<file path="config.mk">
export PLATFORM = sky130hd
export DESIGN_NAME = annexb_codec_sniffer
export DESIGN_NICKNAME = d
export VERILOG_FILES = /design/src/hdl/acb_pkg.sv /design/src/hdl/acb_nal_scorer.sv /design/src/hdl/annexb_codec_sniffer.sv
export SDC_FILE = /design/constraint.sdc
export NUM_CORES = 1
export LEC_CHECK = 0
export BUFFER_PORTS_ARGS = -buffer_cell sky130_fd_sc_hd__clkbuf_2
export CAP_MARGIN = 20
export CORE_MARGIN = 4
export CORE_UTILIZATION = 60
export DETAILED_ROUTE_END_ITERATION = 12
export PLACE_DENSITY = 0.85
export SETUP_SLACK_MARGIN = 0.2
export SLEW_MARGIN = 5
export SYNTH_ARGS = -nofsm -noshare
export SYNTH_HDL_FRONTEND = slang
export SYNTH_SLANG_ARGS = --single-unit
export TNS_END_PERCENT = 5
</file>
<file path="constraint.sdc">
create_clock -name i_clk -period 5.3 [get_ports i_clk]
set_input_delay 0.795 -clock i_clk [delete_from_list [all_inputs] [get_ports i_clk]]
set_output_delay 0.795 -clock i_clk [all_outputs]
set_load 0.03 [all_outputs]
</file>
<file path="src/hdl/acb_pkg.sv">
// Shared constants, types and helpers for the Annex B codec sniffer.
`default_nettype none

package acb_pkg;

    // NAL units scored per payload, and the counter width that holds that count
    localparam int MAX_NALS = 8;
    localparam int CNT_W    = $clog2(MAX_NALS + 1);

    // Score accumulators
    localparam int           SCORE_W   = 6;
    localparam int           INC_W     = 3;
    localparam logic [SCORE_W-1:0] SCORE_MAX = '1;

    // Reported NAL count saturates at the output field's full scale
    localparam int           SEEN_W    = 4;
    localparam logic [7:0]   SEEN_MAX  = 8'd15;

    // Byte position in the payload saturates here
    localparam logic [2:0]   POS_SAT   = 3'd4;
    localparam logic [2:0]   POS_LEAD3 = 3'd2;
    localparam logic [2:0]   POS_LEAD4 = 3'd3;

    // Distance from the last start code; saturated before any NAL and again once far from one
    localparam logic [2:0]   DIST_SAT  = 3'd7;
    localparam logic [2:0]   DIST_MIN  = 3'd3;

    // Byte values of interest
    localparam logic [7:0]   BYTE_ZERO = 8'h00;
    localparam logic [7:0]   BYTE_ONE  = 8'h01;
    localparam logic [7:0]   JPEG_FF   = 8'hFF;
    localparam logic [7:0]   JPEG_SOI  = 8'hD8;

    // H.264 NAL unit types
    localparam logic [4:0] AVC_SLICE = 5'd1;
    localparam logic [4:0] AVC_IDR   = 5'd5;
    localparam logic [4:0] AVC_SEI   = 5'd6;
    localparam logic [4:0] AVC_SPS   = 5'd7;
    localparam logic [4:0] AVC_PPS   = 5'd8;
    localparam logic [4:0] AVC_AUD   = 5'd9;

    // H.265 NAL unit types
    localparam logic [5:0] HEVC_TRAIL_N    = 6'd0;
    localparam logic [5:0] HEVC_TRAIL_R    = 6'd1;
    localparam logic [5:0] HEVC_IDR_W_RADL = 6'd19;
    localparam logic [5:0] HEVC_IDR_N_LP   = 6'd20;
    localparam logic [5:0] HEVC_CRA        = 6'd21;
    localparam logic [5:0] HEVC_VPS        = 6'd32;
    localparam logic [5:0] HEVC_SPS        = 6'd33;
    localparam logic [5:0] HEVC_PPS        = 6'd34;
    localparam logic [5:0] HEVC_PREFIX_SEI = 6'd39;
    localparam logic [5:0] HEVC_SUFFIX_SEI = 6'd40;

    // Score weights
    localparam logic [INC_W-1:0] INC_NONE  = 3'd0;
    localparam logic [INC_W-1:0] INC_WEAK  = 3'd1;
    localparam logic [INC_W-1:0] INC_KEY   = 3'd4;
    localparam logic [INC_W-1:0] INC_PARAM = 3'd5;

    typedef enum logic [1:0] {
        CODEC_UNKNOWN = 2'd0,
        CODEC_AVC     = 2'd1,
        CODEC_HEVC    = 2'd2
    } t_codec;

    // Score increments for one NAL header
    typedef struct packed {
        logic [INC_W-1:0] avc_inc;
        logic [INC_W-1:0] hevc_inc;
    } t_score_inc;

    // Saturating score add
    function automatic logic [SCORE_W-1:0] sat_add(input logic [SCORE_W-1:0] a,
                                                    input logic [INC_W-1:0]   b);
        logic [SCORE_W:0] s;
        s = {1'b0, a} + {{(SCORE_W + 1 - INC_W){1'b0}}, b};
        return s[SCORE_W] ? SCORE_MAX : s[SCORE_W-1:0];
    endfunction

endpackage

`default_nettype wire

</file>
<file path="src/hdl/acb_nal_scorer.sv">
// NAL header scorer: H.264 and H.265 type weights for one NAL unit header.
`default_nettype none

module acb_nal_scorer (
    input  logic [7:0]          i_first,
    input  logic                i_has_second,
    input  logic [7:0]          i_second,
    output acb_pkg::t_score_inc o_inc
);
    import acb_pkg::*;

    logic [4:0]       t264;
    logic [5:0]       t265;
    logic             hdr_ok;
    logic [INC_W-1:0] avc_inc;
    logic [INC_W-1:0] hevc_inc;

    assign t264 = i_first[4:0];
    assign t265 = i_first[6:1];

    // Two-byte H.265 header: forbidden bit and layer MSB clear, temporal id plus one nonzero
    assign hdr_ok = i_has_second && !i_first[7] && !i_first[0] && (i_second[2:0] != 3'd0);

    // H.264 weight
    always_comb begin
        case (t264)
            AVC_SPS, AVC_PPS, AVC_IDR:   avc_inc = INC_KEY;
            AVC_SLICE, AVC_SEI, AVC_AUD: avc_inc = INC_WEAK;
            default:                     avc_inc = INC_NONE;
        endcase
    end

    // H.265 weight, only with a valid header
    always_comb begin
        hevc_inc = INC_NONE;
        if (hdr_ok) begin
            case (t265)
                HEVC_VPS, HEVC_SPS, HEVC_PPS:              hevc_inc = INC_PARAM;
                HEVC_IDR_W_RADL, HEVC_IDR_N_LP, HEVC_CRA:  hevc_inc = INC_KEY;
                HEVC_TRAIL_N, HEVC_TRAIL_R,
                HEVC_PREFIX_SEI, HEVC_SUFFIX_SEI:          hevc_inc = INC_WEAK;
                default:                                   hevc_inc = INC_NONE;
            endcase
        end
    end

    assign o_inc.avc_inc  = avc_inc;
    assign o_inc.hevc_inc = hevc_inc;

endmodule

`default_nettype wire

</file>
<file path="src/hdl/annexb_codec_sniffer.sv">
// Top level of the Annex B codec sniffer: start code scan, scoring, result word.
//
//  channel | direction | handshake                 | word
//  --------+-----------+---------------------------+----------------------------------------
//  input   | in        | i_in_valid / o_in_ready   | i_payload_byte, i_last_byte
//  result  | out       | o_out_valid / i_out_ready | o_codec, o_jpeg_start, o_avc_score,
//          |           |                           | o_hevc_score, o_nals_seen
//
//  One byte per cycle while the input is not stalled: a byte lands in the input register, and
//  the scan state is updated from it as it leaves there. A last byte loads the result register as it leaves.
//  Reset (synchronous, active low) clears the scan state and both valid flags.
//  Only a last byte waiting behind an untaken result stalls the input; other bytes flow on.
`default_nettype none

module annexb_codec_sniffer (
    input  logic       i_clk,
    input  logic       i_rst_n,
    input  logic       i_in_valid,
    output logic       o_in_ready,
    input  logic [7:0] i_payload_byte,
    input  logic       i_last_byte,
    output logic       o_out_valid,
    input  logic       i_out_ready,
    output logic [1:0] o_codec,
    output logic       o_jpeg_start,
    output logic [5:0] o_avc_score,
    output logic [5:0] o_hevc_score,
    output logic [3:0] o_nals_seen
);
    import acb_pkg::*;

    // Input register
    logic       r_in_valid, n_in_valid;
    logic [7:0] r_in_byte;
    logic       r_in_last;

    // Scan state
    logic [23:0]        r_hist,   n_hist;
    logic [2:0]         r_pos,    n_pos;
    logic [2:0]         r_dist,   n_dist;
    logic               r_pend_v, n_pend_v;
    logic [7:0]         r_pend_b, n_pend_b;
    logic               r_lead,   n_lead;
    logic               r_jpeg,   n_jpeg;
    logic [SCORE_W-1:0] r_avc,    n_avc;
    logic [SCORE_W-1:0] r_hevc,   n_hevc;
    logic [CNT_W-1:0]   r_cnt,    n_cnt;

    // Result register
    logic               r_out_valid, n_out_valid;
    t_codec             r_codec;
    logic               r_jpeg_o;
    logic [SCORE_W-1:0] r_avc_o, r_hevc_o;
    logic [SEEN_W-1:0]  r_seen_o;

    logic       adv;
    logic [7:0] b, h1, h2, h3;
    logic       score_en;
    logic [7:0] score_first;
    t_score_inc inc;
    logic       found;
    logic       lead_now, jpeg_now;
    logic [SCORE_W-1:0] avc_upd, hevc_upd;
    logic [CNT_W-1:0]   cnt_upd;
    logic [7:0]         cnt_ext;
    t_codec             codec_now;

    // The held byte moves on unless it is a last byte and the result slot is full and not being taken
    assign adv        = r_in_valid && (!r_in_last || !r_out_valid || i_out_ready);
    assign o_in_ready = !r_in_valid || adv;

    assign b  = r_in_byte;
    assign h1 = r_hist[7:0];
    assign h2 = r_hist[15:8];
    assign h3 = r_hist[23:16];

    // Header byte: scored right away on a last byte, else paired with the next byte
    assign score_en    = (r_dist == 3'd0) ? r_in_last : r_pend_v;
    assign score_first = (r_dist == 3'd0) ? b : r_pend_b;

    acb_nal_scorer u_scorer (
        .i_first      (score_first),
        .i_has_second (r_dist != 3'd0),
        .i_second     (b),
        .o_inc        (inc)
    );

    // Updated totals including this byte's header
    assign avc_upd  = score_en ? sat_add(r_avc, inc.avc_inc) : r_avc;
    assign hevc_upd = score_en ? sat_add(r_hevc, inc.hevc_inc) : r_hevc;
    assign cnt_upd  = score_en ? r_cnt + CNT_W'(1) : r_cnt;
    assign cnt_ext  = 8'(cnt_upd);

    // Leading start code and JPEG marker at the payload head
    assign lead_now = r_lead
        || ((r_pos == POS_LEAD3) && (h2 == BYTE_ZERO) && (h1 == BYTE_ZERO) && (b == BYTE_ONE))
        || ((r_pos == POS_LEAD4) && (h3 == BYTE_ZERO) && (h2 == BYTE_ZERO)
            && (h1 == BYTE_ZERO) && (b == BYTE_ONE));
    assign jpeg_now = r_jpeg
        || ((r_pos == POS_LEAD3) && (h2 == JPEG_FF) && (h1 == JPEG_SOI) && (b == JPEG_FF));

    // Start code that opens a new NAL unit
    assign found = (r_pos >= POS_LEAD3) && (r_dist >= DIST_MIN) && (h2 == BYTE_ZERO)
                   && (h1 == BYTE_ZERO) && (b == BYTE_ONE)
                   && (32'(cnt_upd) < 32'(MAX_NALS));

    // Codec decision
    always_comb begin
        codec_now = CODEC_UNKNOWN;
        if (lead_now) begin
            if (hevc_upd > avc_upd) begin
                codec_now = CODEC_HEVC;
            end else if (avc_upd > hevc_upd) begin
                codec_now = CODEC_AVC;
            end
        end
    end

    // Next scan state and valid flags
    always_comb begin
        n_in_valid = r_in_valid;
        if (o_in_ready) begin
            n_in_valid = i_in_valid;
        end

        n_hist   = r_hist;
        n_pos    = r_pos;
        n_dist   = r_dist;
        n_pend_v = r_pend_v;
        n_pend_b = r_pend_b;
        n_lead   = r_lead;
        n_jpeg   = r_jpeg;
        n_avc    = r_avc;
        n_hevc   = r_hevc;
        n_cnt    = r_cnt;
        if (adv) begin
            if (r_in_last) begin
                // payload done: back to the idle scan state
                n_hist   = '0;
                n_pos    = '0;
                n_dist   = DIST_SAT;
                n_pend_v = 1'b0;
                n_pend_b = '0;
                n_lead   = 1'b0;
                n_jpeg   = 1'b0;
                n_avc    = '0;
                n_hevc   = '0;
                n_cnt    = '0;
            end else begin
                n_hist = {r_hist[15:0], b};
                n_pos  = (r_pos < POS_SAT) ? r_pos + 3'd1 : r_pos;
                if (found) begin
                    n_dist = 3'd0;
                end else begin
                    n_dist = (r_dist == DIST_SAT) ? DIST_SAT : r_dist + 3'd1;
                end
                if (r_dist == 3'd0) begin
                    n_pend_v = 1'b1;
                    n_pend_b = b;
                end else if (r_pend_v) begin
                    n_pend_v = 1'b0;
                    n_pend_b = '0;
                end
                n_lead = lead_now;
                n_jpeg = jpeg_now;
                n_avc  = avc_upd;
                n_hevc = hevc_upd;
                n_cnt  = cnt_upd;
            end
        end

        n_out_valid = r_out_valid;
        if (adv && r_in_last) begin
            n_out_valid = 1'b1;
        end else if (i_out_ready) begin
            n_out_valid = 1'b0;
        end
    end

    // Control and state registers
    always_ff @(posedge i_clk) begin
        if (!i_rst_n) begin
            r_in_valid  <= 1'b0;
            r_out_valid <= 1'b0;
            r_hist      <= '0;
            r_pos       <= '0;
            r_dist      <= DIST_SAT;
            r_pend_v    <= 1'b0;
            r_pend_b    <= '0;
            r_lead      <= 1'b0;
            r_jpeg      <= 1'b0;
            r_avc       <= '0;
            r_hevc      <= '0;
            r_cnt       <= '0;
        end else begin
            r_in_valid  <= n_in_valid;
            r_out_valid <= n_out_valid;
            r_hist      <= n_hist;
            r_pos       <= n_pos;
            r_dist      <= n_dist;
            r_pend_v    <= n_pend_v;
            r_pend_b    <= n_pend_b;
            r_lead      <= n_lead;
            r_jpeg      <= n_jpeg;
            r_avc       <= n_avc;
            r_hevc      <= n_hevc;
            r_cnt       <= n_cnt;
        end
    end

    // Payload registers
    always_ff @(posedge i_clk) begin
        if (o_in_ready) begin
            r_in_byte <= i_payload_byte;
            r_in_last <= i_last_byte;
        end
        if (adv && r_in_last) begin
            r_codec  <= codec_now;
            r_jpeg_o <= jpeg_now;
            r_avc_o  <= avc_upd;
            r_hevc_o <= hevc_upd;
            r_seen_o <= (cnt_ext > SEEN_MAX) ? SEEN_MAX[SEEN_W-1:0] : cnt_ext[SEEN_W-1:0];
        end
    end

    assign o_out_valid  = r_out_valid;
    assign o_codec      = r_codec;
    assign o_jpeg_start = r_jpeg_o;
    assign o_avc_score  = r_avc_o;
    assign o_hevc_score = r_hevc_o;
    assign o_nals_seen  = r_seen_o;

    // Checks
    a_cnt_limit: assert property (@(posedge i_clk) disable iff (!i_rst_n)
        32'(r_cnt) <= 32'(MAX_NALS))
        else $error("NAL count beyond limit");

    a_pend_dist: assert property (@(posedge i_clk) disable iff (!i_rst_n)
        r_pend_v |-> (r_dist == 3'd1))
        else $error("pending header without a fresh start code");

    a_pos_sat: assert property (@(posedge i_clk) disable iff (!i_rst_n)
        r_pos <= POS_SAT)
        else $error("payload position past saturation");

    a_last_loads: assert property (@(posedge i_clk) disable iff (!i_rst_n)
        (adv && r_in_last) |=> o_out_valid && (r_pos == 3'd0) && !r_lead)
        else $error("last byte did not load a result and clear the scan");

endmodule

`default_nettype wire
</file>
---- Word level (Yosys, flattened, before mapping) ----
Index checks and enable logic that the tools add are counted.
cells by class
  eq/ne operators ......................... 22
  reductions and logical operators ........ 49
  multiplexer cells ....................... 30
  add/subtract/negate cells ............... 5
  bitwise logic cells ..................... 1
  magnitude comparators ................... 7
operators by type and width
  kind                                                  number
  2-to-1 mux 6 bit                                      6
  2-to-1 mux 8 bit                                      4
  equality test 6 bit (second input constant)           5
  equality test 8 bit (second input constant)           3
  logical NOT 8 bit                                     3
  2-to-1 mux 24 bit                                     1
  logical AND 1 bit                                     20
  equality test 6 x 5 -> 1 bit (second input constant)  3
  2-to-1 mux 3 bit                                      6
  equality test 5 x 3 -> 1 bit (second input constant)  3
  adder 6 x 3 -> 7 bit                                  2
  greater-than comparator 6 bit                         2
  OR reduction 3 bit                                    4
  equality test 5 x 4 -> 1 bit (second input constant)  2
  one-hot mux 3 bit (3 select lines)                    1
  nonzero test 3 bit                                    3
  equality test 8 x 1 -> 1 bit (second input constant)  1
  2-to-1 mux 1 bit                                      8
  2-to-1 mux 4 bit                                      2
  adder 3 x 1 -> 3 bit (second input constant)          2
  equality test 3 x 2 -> 1 bit (second input constant)  2
  equality test 6 x 1 -> 1 bit (second input constant)  1
  >= comparator 3 x 2 -> 1 bit (second input constant)  2
  logical NOT 6 bit                                     1
  other kinds (16)                                      27
word-level totals
  output and inout bits ................... 21
  register bits ........................... 87
  logic and storage cells ................. 134

---- Logic depth before layout (Yosys ltp) ----
  word-level depth ........................ 13
  mapped depth ............................ 22

---- Hierarchy ----
From an unflattened synthesis, not the netlist that was laid out.
unflattened totals
  cell total of the unflattened synthesis .. 475
  area total of the unflattened synthesis .. 4410.5 um2
modules (own cells, without submodules)
  module                area an instance (um2)  cells an instance  times used  sequential area each (um2)
  annexb_codec_sniffer  4214.0                  447                1           2021.9
  acb_nal_scorer        196.4                   28                 1           0.0

---- Worst setup path before layout ----
OpenSTA, ideal clock, no wires.
  kind .................................... register -> register
  start ................................... reg r_dist[0]
  end ..................................... reg r_codec[0] (netlist: o_codec[0]), data pin
  slack ................................... 1399 ps
  buffers on the path ..................... 1
  data arrival time ....................... 3642 ps
  required time ........................... 5041 ps
  library setup time ...................... 259 ps
  stages on the path, launching flop included .. 23
  cell sequence ........................... dfxtp_1 inv_1 ha_1 nor2b_1 buf_6 mux2i_1 nand2_1 nor3_1 a31oi_1 o22ai_1 nor2b_1 ha_1 ha_1 a21oi_1 nor2_1 nand4_1 nand2_1 inv_1 ha_1 a21oi_1 a21oi_1 o21a_1 o31a_1
on the way
  word-level cells in the longest chain between the ends .. 12
  elaborated cells on any way between the ends .. 43
RTL lines
  element                                                       RTL line                                                  source
  from (decl)                                                   annexb_codec_sniffer.sv:40                                logic [2:0] r_dist, n_dist;
  from (signal assigned)                                        annexb_codec_sniffer.sv:200                               r_dist <= n_dist;
  branches (longest 9 deep; another with adder 6 x 3 -> 7 bit)  -
  2-to-1 mux 6 bit (*)                                          annexb_codec_sniffer.sv:90                                assign hevc_upd = score_en ? sat_add(r_hevc, inc.hevc_inc) : r_hevc;
  named net hevc_upd[3]                                         annexb_codec_sniffer.sv:63                                logic [SCORE_W-1:0] avc_upd, hevc_upd;
  greater-than comparator 6 bit (on tied branches)              annexb_codec_sniffer.sv:113, annexb_codec_sniffer.sv:111
  2-to-1 mux 1 bit or OR reduction 2 bit (tied branches)        -
  to (signal assigned)                                          annexb_codec_sniffer.sv:218                               r_codec <= codec_now;
  to (decl)                                                     annexb_codec_sniffer.sv:51                                t_codec r_codec;
Mark *: on every way through the listed nets, which the timed path passes.
A chain may end at the register's enable or synchronous reset.

---- Final worst setup path ----
Same ends and word-level chain as after synthesis.

==> impl_metrics.yaml <==
setup_path:
  cp_top_family: "simple AND/OR/NAND/NOR gates"
  crit_arrival_ns: 4.80
  critical_path.max_stage_delay_ns: 0.50
  worstSetupPathType: "register to register"
  path_common_cell: "ha_1"
  endpoint_kind: "register"
  critPathMaxFanout: 19
  critical_path_cell_count: 22
  cp-start-kind: "register"
  cp_slowest_cell: "mux2i_1"
  crit_required_ns: 5.42
  cp_cell_sequence: "inv_1, ha_1, nor2b_1, buf_4, mux2i_1, nand2_1, nor3_1, a31oi_1, o22ai_1, nor2b_1, ha_1, ha_1, a21oi_1, nor2_1, nand4_1, nand2_1, inv_1, ha_1, a21oi_1, a21oi_1, o21a_1, o31a_1"
  r2r_cells: 22
  cp_num_buf_inv: 3
cts:
  cts_hold_buf: 0
  cts.clk_slew.worst_paths_ns: 0.08
  cts_resized: 0
  cts_buffers: 9
  cts_tree: "done"
  clockBufferDepth: 2
  clk_latency_ns: 0.36
  cts_max_level: 3
  clock-sinks: 87
  post_cts_buffers: 0
  clockRootBuffer: "clkbuf_8"
synth:
  seq_area_frac_synth_pct: 46.7
  yosys_warnings: 0
  synth_area_leaders: "dfxtp_1 27%, edfxtp_1 19%, a21boi_0 5.6%, nand2_1 5.3%, ha_1 4.9%"
  ys.flop_type: "dfxtp_1"
  ys_ff_latch: 87
  synth_cell_types: 54
  synthCells: 457
  synth-async-reset-ratio_pct: 0
  syn-cell-area_um2: 4330
  syn_nets: 487
  synth_edf_count: 28
  synth_top_area_share_pct: 27.3
  synth_area_leader_cell: "dfxtp_1"
  avgSynthCellArea_um2: 9.47
global_route:
  use_met1_pct: 28.1
  met2_usage_pct: 36.3
  grt.overflow.total: 0
  grt_usage_pct: 22.1
  grt_max_degree: 57
  grt_util_met3_pct: 3.09
  antenna_found_initial: 0
  top_usage_layer: "met2"
  first_global_vias: 3265
  grt_pass1_wl_um: 15200
run:
  cap_violations: 0
floorplan:
  ios: 34
  core.rowCount: 30
  initial_utilization_pct: 62.7
  die_height_um: 92.9
  dieWidth_um: 92.9
  dieArea_um2: 8640
  coreArea_um2: 6910
sta:
  tightest_slew_ns: 0.925
  fin_skew_ns: 0.00689
  period_share_pct: 88.3
  period_needed_ns: 4.68
  fmax_mhz: 214
  tns_ns: 0
  maxSlewViolCount: 0
  setup_violations: 0
  rsz0062_at_grt: "no"
  fin_ws_ns: 0.620
  hold_viol: 0
  slew_headroom_pct: 38.3
power:
  power.density_nw_per_um2: 267
  peakVddDrop_uv: 224
  power.leakage_uw: 0.00175
route:
  via_count: 3498
  drtAntennaViolNets: 0
  wl_per_cell_um: 15.8
  drt_first_pass_iters: 5
  dr.first_iter.drc_count: 223
  drc_errors: 0
  totalWireLength_um: 9130
  via_per_inst: 6.04
placed_design:
  dp_hpwl_um: 6090
  port_buffers: 33
  pre_cts_ws_ns: 0.775
  gp_congestion: 0.881
hold_path:
  holdPathStages: 2
  hp-class: "register to register"
cells_and_area:
  drive_gt1_share_pct: 12.6
  diodes: 0
  nNetsFinal: 508
  area_growth_pct: 9.37
  num-fill-cells: 562
status:
  status: "finished clean"
synthesized netlist by cell type (3+ instances only):
master / n
nor4_1: 11
nand3_1: 18
nand2b_1: 3
ha_1: 17
dfxtp_1: 59
nand3b_1: 21
o21ai_0: 8
nor3b_1: 4
nand4_1: 7
nor3_1: 9
mux2i_1: 6
nand2_1: 61
nor2_1: 24
a21oi_1: 19
clkbuf_1: 17
a31oi_1: 7
o21bai_1: 4
or3_1: 4
a21boi_0: 32
buf_1: 6
xnor2_1: 7
inv_1: 17
edfxtp_1: 28
a22oi_1: 11
nor2b_1: 21
flip-flops by register name, indices dropped and copies added (netlist names):
signal	count
o_jpeg_start	1
r_lead	1
r_in_valid	1
o_out_valid	1
o_avc_score	6
r_in_last	1
o_nals_seen	4
r_hevc	6
r_pend_v	1
r_hist	24
r_pos	3
r_cnt	4
o_hevc_score	6
r_avc	6
o_codec	2
b	8
r_pend_b	8
r_dist	3
r_jpeg	1
worst reg2reg max path: stages, from the launching register on:
cell,delay [ns]
dfxtp_1,0.36
inv_1,0.07
ha_1,0.14
nor2b_1,0.13
buf_4,0.28
mux2i_1,0.50
nand2_1,0.17
nor3_1,0.19
a31oi_1,0.06
o22ai_1,0.13
nor2b_1,0.16
ha_1,0.19
ha_1,0.20
a21oi_1,0.10
nor2_1,0.22
nand4_1,0.29
nand2_1,0.20
inv_1,0.06
ha_1,0.29
a21oi_1,0.16
a21oi_1,0.06
o21a_1,0.21
o31a_1,0.28
report_power, final:
part | leakage (uW) | total [uW] | internal [uW] | switching, uW
Sequential | 0.000758 | 711 | 696 | 14.7
Combinational | 0.000891 | 64.1 | 23.1 | 41.0
Clock | 0.000104 | 490 | 265 | 225
metal layers:
| metal | share of wire (%) | wire (um) |
|---|---|---|
| met1 | 45 | 4090 |
| met2 | 48 | 4340 |
| met3 | 5.3 | 481 |
| met4 | 2.4 | 222 |
| met5 | 0 | 0 |
metrics by stage:
stage	hold WS (ns)	power [uW]	instances	area, um^2	util [%]
5_1_grt	0.490	1310	579	4730	68.5
6_report	0.469	1260	579	4730	68.5
3_5_place_dp	0.463	790	563	4530	65.6
4_1_cts	0.473	1270	579	4730	68.5
2_1_floorplan	0.436	768	457	4330	-
3_3_place_gp	0.453	787	563	4530	65.6
worst paths after layout:
| check | startpoint | end | slack, ns |
|---|---|---|---|
| worst min register to register | r_hist[17] | r_hist[17] | 0.47 |
| worst min-delay path | r_hist[17] | r_hist[17] | 0.47 |
| worst max register to register | r_dist[0] | o_codec[0] | 0.62 |
| worst max-delay path | r_dist[0] | o_codec[0] | 0.62 |
logic make-up after synthesis:
group	synth area share, %
and+or+nand+nor	23.0
DFF	46.7
muxes	3.09
AOI/OAI and AO/OA	16.1
xor gates and xnor gates	2.20
adders and majority gates	4.91
buffers and inverters	3.96
cell type report:
class	instances	area (um^2)	area share [%]
sequential	87	2020	42.7
timing repair buffer	36	188	3.97
multi-input combinational	327	2130	45.1
inverter	17	63.8	1.35
clock inverter	4	70.1	1.48
tap	96	120	2.54
clock buffer	12	135	2.85
cell usage in the layout, fill, tap and decap left out, types with 2 or more instances in the layout:
master,n
a211oi_1,2
a21boi_0,32
a21oi_1,19
a22oi_1,11
a31oi_1,7
and2_1,2
buf_4,3
bufinv_16,2
clkbuf_1,3
clkbuf_2,33
clkbuf_8,9
clkinv_2,2
dfxtp_1,59
edfxtp_1,28
ha_1,17
inv_1,17
mux2_2,2
mux2i_1,6
nand2_1,61
nand2b_1,3
nand3_1,18
nand3b_1,21
nand4_1,7
nor2_1,24
nor2b_1,21
nor3_1,9
nor3b_1,4
nor4_1,11
o21ai_0,8
o21bai_1,4
o31a_1,2
o31ai_1,2
or3_1,4
xnor2_1,7
xor2_1,2
Note: power is estimated with default switching activity, not from simulation.
